## src/hw/rtl/xrgb8888_pixel_format_converter_assert.svh

```systemverilog
// ----------------------------------------------------------------------------
// XRGB8888 pixel format converter assertion macros
// Clocked property wrappers shared by the converter RTL.
// ----------------------------------------------------------------------------
`ifndef XRGB8888_PIXEL_FORMAT_CONVERTER_ASSERT_SVH
`define XRGB8888_PIXEL_FORMAT_CONVERTER_ASSERT_SVH

// Condition must hold at every clock edge outside reset.
`define XPFC_ASSERT_ALWAYS(label, clk, rst, cond, msg) \
   label: assert property (@(posedge clk) disable iff (rst) (cond)) else $error(msg);

// Trigger at one edge implies the condition at the next edge.
`define XPFC_ASSERT_NEXT(label, clk, rst, trig, cond, msg) \
   label: assert property (@(posedge clk) disable iff (rst) (trig) |=> (cond)) else $error(msg);

`endif

```

## src/hw/rtl/xpfc_pkg.sv

```systemverilog
// ----------------------------------------------------------------------------
// XRGB8888 pixel format converter package
// Format codes, register indexes and the result type of the converter.
// ----------------------------------------------------------------------------
`timescale 1ns / 1ps
`default_nettype none

package xpfc_pkg;

   // Target format codes; codes 12 to 15 are unsupported.
   typedef enum logic [3:0] {
      FMT_RGB565      = 4'd0,
      FMT_RGBA5551    = 4'd1,
      FMT_XRGB1555    = 4'd2,
      FMT_ARGB1555    = 4'd3,
      FMT_RGB888      = 4'd4,
      FMT_XRGB8888    = 4'd5,
      FMT_ARGB8888    = 4'd6,
      FMT_XBGR8888    = 4'd7,
      FMT_ABGR8888    = 4'd8,
      FMT_XRGB2101010 = 4'd9,
      FMT_ARGB2101010 = 4'd10,
      FMT_ABGR2101010 = 4'd11
   } format_type;

   // Register indexes (byte address = 4 * index).
   localparam int unsigned CSR_IDX_WIDTH = 1;
   localparam logic [CSR_IDX_WIDTH-1:0] CSR_IDX_TARGET_FORMAT = 1'b0;

   localparam int unsigned PIXEL_WIDTH = 32;

   typedef struct packed {
      logic [PIXEL_WIDTH-1:0] pixel_out;
      logic                   format_supported;
   } result_type;

endpackage

`default_nettype wire

```

## src/hw/rtl/xrgb8888_pixel_format_converter.sv

```systemverilog
// ----------------------------------------------------------------------------
// XRGB8888 pixel format converter
// Repacks a stream of XRGB8888 pixels into a register-selected format.
//
// Usage:
//   req_*  : input stream, one XRGB8888 pixel per transaction in req_tdata.
//   rsp_*  : result stream, packed pixel in rsp_tdata, supported flag in
//            rsp_tuser. 16-bit formats use rsp_tdata[15:0], upper bits zero.
//   csr_*  : APB-style port; the target format register sits at address 0.
//            Change it only while no transaction is in flight.
//   An accepted request passes one input register stage, then the repack
//   logic into the result register, before it shows on rsp_tvalid.
//   Throughput is one pixel per clock while rsp_tready is high, set by the
//   two-stage register pipe. When rsp_tready is low the result register
//   holds, the input register holds once full, and req_tready drops only
//   when both stages are full. Reset empties both stages and selects RGB565.
// ----------------------------------------------------------------------------
`timescale 1ns / 1ps
`default_nettype none

module xrgb8888_pixel_format_converter (
   input  wire logic        clock,
   input  wire logic        reset,
   // Input stream
   input  wire logic        req_tvalid,
   output logic             req_tready,
   input  wire logic [31:0] req_tdata,   // [31:0] pixel_in
   // Result stream
   output logic             rsp_tvalid,
   input  wire logic        rsp_tready,
   output logic [31:0]      rsp_tdata,   // [31:0] pixel_out
   output logic [0:0]       rsp_tuser,   // [0] format_supported
   // Configuration
   input  wire logic        csr_psel,
   input  wire logic        csr_penable,
   input  wire logic        csr_pwrite,
   input  wire logic [2:0]  csr_paddr,
   input  wire logic [31:0] csr_pwdata,
   output logic [31:0]      csr_prdata,
   output logic             csr_pready
);

`include "xrgb8888_pixel_format_converter_assert.svh"

   xpfc_pkg::format_type target_format;

   // Stage 1: input register
   logic        s1_valid_ff;
   logic        s1_valid_in;
   logic [31:0] s1_pixel_ff;
   logic [31:0] s1_pixel_in;

   // Stage 2: result register
   logic                 rsp_valid_ff;
   logic                 rsp_valid_in;
   xpfc_pkg::result_type rsp_result_ff;
   xpfc_pkg::result_type rsp_result_in;
   xpfc_pkg::result_type repacked;

   logic advance;
   logic req_take;

   xpfc_csr u_csr (
      .clock         (clock),
      .reset         (reset),
      .csr_psel      (csr_psel),
      .csr_penable   (csr_penable),
      .csr_pwrite    (csr_pwrite),
      .csr_paddr     (csr_paddr),
      .csr_pwdata    (csr_pwdata),
      .csr_prdata    (csr_prdata),
      .csr_pready    (csr_pready),
      .target_format (target_format)
   );

   xpfc_repack u_repack (
      .pixel_in      (s1_pixel_ff),
      .target_format (target_format),
      .result        (repacked)
   );

   // Result register can take a new value when empty or being drained.
   assign advance    = !rsp_valid_ff || rsp_tready;
   // Input register can take a new pixel when empty or moving forward.
   assign req_tready = !s1_valid_ff || advance;
   assign req_take   = req_tvalid && req_tready;

   always_comb begin
      s1_valid_in   = s1_valid_ff;
      s1_pixel_in   = s1_pixel_ff;
      rsp_valid_in  = rsp_valid_ff;
      rsp_result_in = rsp_result_ff;

      // Advance stage 1 into the result register.
      if (advance) begin
         rsp_valid_in  = s1_valid_ff;
         rsp_result_in = repacked;
         s1_valid_in   = 1'b0;
      end

      // Load a fresh pixel.
      if (req_take) begin
         s1_valid_in = 1'b1;
         s1_pixel_in = req_tdata;
      end
   end

   always_ff @(posedge clock) begin
      if (reset) begin
         s1_valid_ff  <= 1'b0;
         rsp_valid_ff <= 1'b0;
      end else begin
         s1_valid_ff  <= s1_valid_in;
         rsp_valid_ff <= rsp_valid_in;
      end
   end

   // Payload registers carry no reset.
   always_ff @(posedge clock) begin
      s1_pixel_ff   <= s1_pixel_in;
      rsp_result_ff <= rsp_result_in;
   end

   assign rsp_tvalid   = rsp_valid_ff;
   assign rsp_tdata    = rsp_result_ff.pixel_out;
   assign rsp_tuser[0] = rsp_result_ff.format_supported;

   // An unsupported format always delivers a zero pixel.
   `XPFC_ASSERT_ALWAYS(a_unsupported_zero, clock, reset, !(rsp_valid_ff && !rsp_tuser[0]) || (rsp_tdata == 32'h0000_0000), "unsupported format with nonzero pixel")

   // An accepted request lands in the input register.
   `XPFC_ASSERT_NEXT(a_take_fills_s1, clock, reset, req_take, s1_valid_ff, "accepted pixel lost at input stage")

   // A blocked input stage keeps its pixel.
   `XPFC_ASSERT_NEXT(a_s1_holds, clock, reset, s1_valid_ff && !advance, s1_valid_ff && $stable(s1_pixel_ff), "input stage dropped a stalled pixel")

endmodule

`default_nettype wire

```

## src/hw/rtl/xpfc_csr.sv

```systemverilog
// ----------------------------------------------------------------------------
// XRGB8888 pixel format converter register file
// APB-style port holding the target format register.
// ----------------------------------------------------------------------------
`timescale 1ns / 1ps
`default_nettype none

module xpfc_csr (
   input  wire logic                clock,
   input  wire logic                reset,
   input  wire logic                csr_psel,
   input  wire logic                csr_penable,
   input  wire logic                csr_pwrite,
   input  wire logic [2:0]          csr_paddr,
   input  wire logic [31:0]         csr_pwdata,
   output logic      [31:0]         csr_prdata,
   output logic                     csr_pready,
   output xpfc_pkg::format_type     target_format
);

   xpfc_pkg::format_type target_format_ff;
   xpfc_pkg::format_type target_format_in;
   logic [xpfc_pkg::CSR_IDX_WIDTH-1:0] reg_index;
   logic                               write_en;

   assign reg_index  = csr_paddr[2:2];
   assign csr_pready = 1'b1;
   assign write_en   = csr_psel & csr_penable & csr_pwrite & csr_pready;

   always_comb begin
      target_format_in = target_format_ff;
      if (write_en && (reg_index == xpfc_pkg::CSR_IDX_TARGET_FORMAT)) begin
         target_format_in = xpfc_pkg::format_type'(csr_pwdata[3:0]);
      end
   end

   always_ff @(posedge clock) begin
      if (reset) begin
         target_format_ff <= xpfc_pkg::FMT_RGB565;
      end else begin
         target_format_ff <= target_format_in;
      end
   end

   // Unmapped addresses read as zero.
   always_comb begin
      csr_prdata = 32'h0000_0000;
      if (reg_index == xpfc_pkg::CSR_IDX_TARGET_FORMAT) begin
         csr_prdata = {28'h000_0000, target_format_ff};
      end
   end

   assign target_format = target_format_ff;

endmodule

`default_nettype wire

```

## src/hw/rtl/xpfc_repack.sv

```systemverilog
// ----------------------------------------------------------------------------
// XRGB8888 pixel format converter repacker
// Rewires one XRGB8888 pixel into the selected target format.
// ----------------------------------------------------------------------------
`timescale 1ns / 1ps
`default_nettype none

module xpfc_repack (
   input  wire logic [31:0]          pixel_in,
   input  wire xpfc_pkg::format_type target_format,
   output xpfc_pkg::result_type      result
);

   logic [7:0] red;
   logic [7:0] green;
   logic [7:0] blue;

   assign red   = pixel_in[23:16];
   assign green = pixel_in[15:8];
   assign blue  = pixel_in[7:0];

   always_comb begin
      result.format_supported = 1'b1;
      unique case (target_format)
         xpfc_pkg::FMT_RGB565: begin
            result.pixel_out = {16'h0000, red[7:3], green[7:2], blue[7:3]};
         end
         xpfc_pkg::FMT_RGBA5551: begin
            result.pixel_out = {16'h0000, red[7:3], green[7:3], blue[7:3], 1'b1};
         end
         xpfc_pkg::FMT_XRGB1555: begin
            result.pixel_out = {16'h0000, 1'b0, red[7:3], green[7:3], blue[7:3]};
         end
         xpfc_pkg::FMT_ARGB1555: begin
            result.pixel_out = {16'h0000, 1'b1, red[7:3], green[7:3], blue[7:3]};
         end
         xpfc_pkg::FMT_RGB888,
         xpfc_pkg::FMT_XRGB8888: begin
            result.pixel_out = pixel_in;
         end
         xpfc_pkg::FMT_ARGB8888: begin
            result.pixel_out = {8'hFF, pixel_in[23:0]};
         end
         xpfc_pkg::FMT_XBGR8888: begin
            result.pixel_out = {pixel_in[31:24], blue, green, red};
         end
         xpfc_pkg::FMT_ABGR8888: begin
            result.pixel_out = {8'hFF, blue, green, red};
         end
         // 10-bit channels: append the top two bits of each 8-bit channel.
         xpfc_pkg::FMT_XRGB2101010: begin
            result.pixel_out = {2'b00, red, red[7:6], green, green[7:6],
                                blue, blue[7:6]};
         end
         xpfc_pkg::FMT_ARGB2101010: begin
            result.pixel_out = {2'b11, red, red[7:6], green, green[7:6],
                                blue, blue[7:6]};
         end
         xpfc_pkg::FMT_ABGR2101010: begin
            result.pixel_out = {2'b11, blue, blue[7:6], green, green[7:6],
                                red, red[7:6]};
         end
         default: begin
            result.pixel_out        = 32'h0000_0000;
            result.format_supported = 1'b0;
         end
      endcase
   end

endmodule

`default_nettype wire
```

## config.mk

```make
export PLATFORM = sky130hd
export DESIGN_NAME = xrgb8888_pixel_format_converter
export DESIGN_NICKNAME = d
export VERILOG_FILES = /design/src/hw/rtl/xpfc_pkg.sv /design/src/hw/rtl/xrgb8888_pixel_format_converter.sv /design/src/hw/rtl/xpfc_csr.sv /design/src/hw/rtl/xpfc_repack.sv
export VERILOG_INCLUDE_DIRS = /design/src /design/src/hw/rtl
export SDC_FILE = /design/constraint.sdc
export NUM_CORES = 1
export LEC_CHECK = 0
export BUFFER_PORTS_ARGS = -buffer_cell sky130_fd_sc_hd__buf_2
export CAP_MARGIN = 20
export CORE_ASPECT_RATIO = 1.75
export CORE_MARGIN = 5
export CORE_UTILIZATION = 49
export CTS_CLUSTER_DIAMETER = 60
export DETAILED_ROUTE_END_ITERATION = 12
export GPL_TIMING_DRIVEN = 1
export PLACE_DENSITY = 0.84
export SLEW_MARGIN = 10
export SYNTH_ARGS = -nofsm -noshare
export SYNTH_HDL_FRONTEND = slang
export SYNTH_HIERARCHICAL = 1
export SYNTH_SLANG_ARGS = --single-unit
```

## constraint.sdc

```tcl
create_clock -name clock -period 1.95 [get_ports clock]
set_input_delay 0.0975 -clock clock [delete_from_list [all_inputs] [get_ports clock]]
set_output_delay 0.0975 -clock clock [all_outputs]
set_load 0.01 [all_outputs]
```

### After elaboration in Yosys (flattened, before gate mapping)

Index checks and enable logic that the tools add are counted.

* register bits: 71
* latch bits: 0
* bits in writable memories: 0
* memory bits (read-only): 0
* input port bits: 74
* output and inout port bits: 68
* memories: 0

* add/subtract/negate cells: 0
* $mul: 0
* divide/modulo/power cells: 0
* $lt $le $gt $ge: 0
* equal/unequal tests: 11
* shifts and indexed selects: 0
* mux-type cells: 5
* bitwise logic cells: 3
* reductions and logical operators: 10

Operator list (count)
* $pmux W32 S11: 1
* $eq A4 B3 Y1 const B: 4
* $eq A4 B4 Y1 const B: 4
* $reduce_or A12 Y1: 1
* $eq A4 B2 Y1 const B: 2
* $eq A4 B1 Y1 const B: 1
* $logic_not A4 Y1: 1
* $mux W4: 1
* $mux W1: 3
* $and A1 B1 Y1: 2
* $logic_and A1 B1 Y1: 2
* $logic_not A1 Y1: 2
* $logic_or A1 B1 Y1: 2
* $reduce_bool A2 Y1: 1
* $reduce_or A2 Y1: 1
* $not A1 Y1: 1

### Longest topological paths before layout

* word-level depth: 5
* mapped depth: 7
* gate-level depth less buffers: 4

### By module

Netlist, hierarchy kept.

By module, submodules not included
* xrgb8888_pixel_format_converter: instances 1, cells an instance 74, area each 2029.4 um2, seq. area each 1991.9 um2
* xpfc_repack: instances 1, cells an instance 180, area each 1191.1 um2, seq. area each 0.0 um2
* xpfc_csr: instances 1, cells an instance 53, area each 451.7 um2, seq. area each 80.1 um2

### Least setup slack after synthesis

No wires, ideal clock.

* path type: reg2reg
* start point: reg rsp_valid_ff, in the netlist rsp_tvalid
* end point: reg s1_pixel_ff[0] (enable)
* setup time: 0.392 ns
* arrival: 1.336 ns
* setup slack: 0.222 ns
* cell stages (with the launch flop): 3
* buffers on the path: 0
* path through: dfxtp_1 -> nand3b_1 -> and2_1

* word-level cells in the longest chain between the ends: 4

Ends and longest elaborated chain
* start, declared: RTL line xrgb8888_pixel_format_converter.sv:54 `logic rsp_valid_ff;`
* start signal, assigned: RTL line xrgb8888_pixel_format_converter.sv:114 `rsp_valid_ff <= rsp_valid_in;`
* $logic_not A1 Y1: RTL line xrgb8888_pixel_format_converter.sv:83 `assign advance = !rsp_valid_ff || rsp_tready;`
* $logic_or A1 B1 Y1: RTL line xrgb8888_pixel_format_converter.sv:83
* $logic_or A1 B1 Y1: RTL line xrgb8888_pixel_format_converter.sv:85 `assign req_tready = !s1_valid_ff || advance;`
* via req_tready: RTL line xrgb8888_pixel_format_converter.sv:26 `output logic req_tready,`
* $logic_and A1 B1 Y1: RTL line xrgb8888_pixel_format_converter.sv:86 `assign req_take = req_tvalid && req_tready;`
* via req_take: RTL line xrgb8888_pixel_format_converter.sv:61 `logic req_take;`
* end signal, assigned: RTL line xrgb8888_pixel_format_converter.sv:120 `s1_pixel_ff <= s1_pixel_in;`
* end, declared: RTL line xrgb8888_pixel_format_converter.sv:50 `logic [31:0] s1_pixel_ff;`

The timed path passes the listed nets, and every way through them passes these cells.
A chain may end at the register's enable or synchronous reset.

==> reports/qor.csv <==
stage,metric,value,unit
logic_synthesis,synth_top_area_share,53.2,%
job,max-cap-violations,0,
floorplanning,fp.dieW,75.4,microns
sta,fin_skew,0.00772,ns
route,drt_iter0_markers,318,
setup_path,worstPathMaxFanout,13,
clocking,cts-root-buf,clkbuf_16,
route,num_vias,2966,
floorplanning,die_y,125,microns
logic_synthesis,synth_area,3670,sq um
grt,busiest_layer,met2,
clocking,cts_hold_buf,32,
clocking,cts_buffers,9,
floorplanning,boundaryPins,142,
clocking,numClockSinks,71,
route,postRouteAntennaNets,0,
logic_synthesis,synth_cell_types,52,
sta,finalCritPeriodShare,95.4,%
grt,antenna_found_initial,0,
sta,setup-tns-final,0,ns
floorplanning,dieArea,9390,sq um
cells_and_area,mostFrequentLayoutCells,"buf_2, edfxtp_1, dlygate4sd3_1",
grt,grt_first_pass_wirelength,14900,microns
route,post-route-drc-count,0,
logic_synthesis,synth_area_leaders,"edfxtp_1, buf_4, mux2i_1",
logic_synthesis,ys_ff_latch,71,
logic_synthesis,ys.flop_type,edfxtp_1,
logic_synthesis,synthCells,307,
clocking,cts_buffer_depth,2,
logic_synthesis,ys_seq_area_share,56.4,%
logic_synthesis,ys.warnings.count,6,
place,dp_hpwl,6830,microns
grt,grt_use_met1,22.7,%
setup_path,setup.worst_path.start_class,flip-flop,
floorplanning,start_util,50.4,%
clocking,clock_latency,0.33,ns
logic_synthesis,synth_edf_count,65,
sta,clock.fmax,538,MHz
logic_synthesis,synthArstFlopShare,0,%
clocking,cts_resized,0,
cells_and_area,nNetsFinal,506,
sta,rsz0062_at_grt,false,
clocking,cts_setup_buffers,0,
logic_synthesis,syn_avg_cell_area,12.0,sq um
hold_path,hold_path_class,in -> reg,
sta,finalHoldViolations,0,
grt,grt_pass1_vias,2902,
grt,gr-usage-met3,5.33,%
route,firstDrtPassIters,6,
logic_synthesis,synth_largest_area_cell,edfxtp_1,
sta,period_needed,1.86,ns
status,status,"finished, final reports clean",
setup_path,cp-end-kind,flip-flop,
grt,grt_use_met2,38.0,%
clocking,clkTransAtPathRegs,0.05,ns
setup_path,cp_slowest_cell,dfxtp_1,
floorplanning,core,7280,sq um
power,p_per_area,797,nW/um^2
setup_path,required,2.00,ns
cells_and_area,diodes,0,
power,irDropWorstVdd,0.738,mV
grt,grt_max_degree,35,
grt,grt_remaining_overflow,0,
grt,grt_usage,21.5,%
clocking,h-tree-depth,3,
place,io_buffers,82,
cells_and_area,drive_gt1_share,29.9,%
route,post_drt_wl_per_cell,18.5,microns
floorplanning,rows,41,
sta,setup_violations,0,
setup_path,crit_type,reg -> reg,
power,leakage,0.00200,uW
setup_path,critPathArrivalTime,1.91,ns
setup_path,crit_chain,"nand2b_2, o22ai_4, a222oi_1, o211ai_1",
clocking,tritoncts,built,
sta,slew_violations,0,
cells_and_area,layout_commonest_cell,buf_2,
cells_and_area,syn_to_final_growth,27.6,%
power,power.total,3730,uW
setup_path,cpPeakStageDelay,0.58,ns
place,globalplace.congestion,0.965,
route,routed_wl,9640,microns
route,viasPerCell,5.69,
## stage by stage
stage / cell area (sq um) / setup slack [ns] / hold WS, ns / util, % / cells
2_1_floorplan: 3770 / 0.222 / 0.167 / - / 334
3_3_place_gp: 4100 / 0.215 / 0.274 / 56.2 / 475
3_5_place_dp: 4100 / 0.179 / 0.276 / 56.2 / 475
4_1_cts: 4690 / 0.174 / 0.00666 / 64.3 / 521
5_1_grt: 4690 / 0.0121 / 0.0250 / 64.3 / 521
6_report: 4690 / 0.0896 / 0.0157 / 64.3 / 521
## path summary, 6_finish.rpt
path	startpoint	end	slack, ns	cells past startpoint
setup / recovery	u_csr/target_format[3]$_SDFFE_PP0P_	rsp_tdata[2]$_DFFE_PP_	0.09	4
hold / removal	req_tvalid	s1_valid_ff$_SDFFE_PP0P_	0.02	3
setup reg to reg	u_csr/target_format[3]$_SDFFE_PP0P_	rsp_tdata[2]$_DFFE_PP_	0.09	4
hold reg to reg	s1_valid_ff$_SDFFE_PP0P_	rsp_tvalid$_SDFFE_PP0P_	0.47	2
## registers in the layout (all words and copies together) (netlist names)
signal / count
u_csr/target_format: 4
rsp_tvalid: 1
s1_valid_ff: 1
rsp_tuser: 1
rsp_tdata: 32
s1_pixel_ff: 32
## worst max-delay path, delay by kind of cell, from the launching register on
family	cells	cell delay [ns]
simple gates	1	0.28
flops	1	0.58
compound gates	3	0.72
## cell usage after synthesis, types with 2 or more instances
master,number
o211ai_1,6
a22oi_1,7
a22o_1,4
buf_2,4
buf_6,6
nand2b_1,10
and2b_2,4
a222oi_1,9
conb_1,2
clkbuf_1,5
nand4b_1,2
or2_1,2
buf_4,33
nand3_1,3
inv_1,7
edfxtp_1,65
a32oi_1,7
and3_1,3
a221o_1,3
mux2i_1,13
nor2_2,3
nand2_1,17
dfxtp_1,6
o21ai_1,4
nor3_1,2
a211o_1,2
nor2_1,14
and2_1,2
nand2b_2,2
o21ai_0,18
nand3b_1,2
nor2b_1,7
o22ai_1,2
a21oi_1,13
## cell families (layout without fill, tap and decap cells)
group | count (synthesis) | in the layout | share of synthesized area [%]
AO/OA/AOI/OAI | 83 | 83 | 16.4
XOR/XNOR | 2 | 2 | 0.477
buffers and inverters | 56 | 157 | 10.5
flip-flops | 71 | 71 | 56.4
multiplexers | 15 | 15 | 4.26
other | 2 | 29 | 0.205
AND/OR/NAND/NOR | 78 | 78 | 11.8
## report_power, final
| group | internal (uW) | switching (uW) | total (uW) |
|---|---|---|---|
| clock network | 969 | 525 | 1490 |
| registers | 1780 | 72.3 | 1850 |
| logic | 187 | 202 | 389 |
## layer usage
layer,share of wire (%),routed length [microns]
met1,34,3240
met2,54,5250
met3,8.1,784
met4,3.8,363
met5,0,0
## layout make-up
class	count	area [sq um]
Multi-Input combinational cell	207	1320
Tap cell	86	108
Fill cell	572	2600
Clock inverter	2	33.8
Clock buffer	12	236
Sequential cell	71	2070
Inverter	8	30.0
Timing Repair Buffer	135	888
No activity file was read; power rests on OpenSTA's default activity.
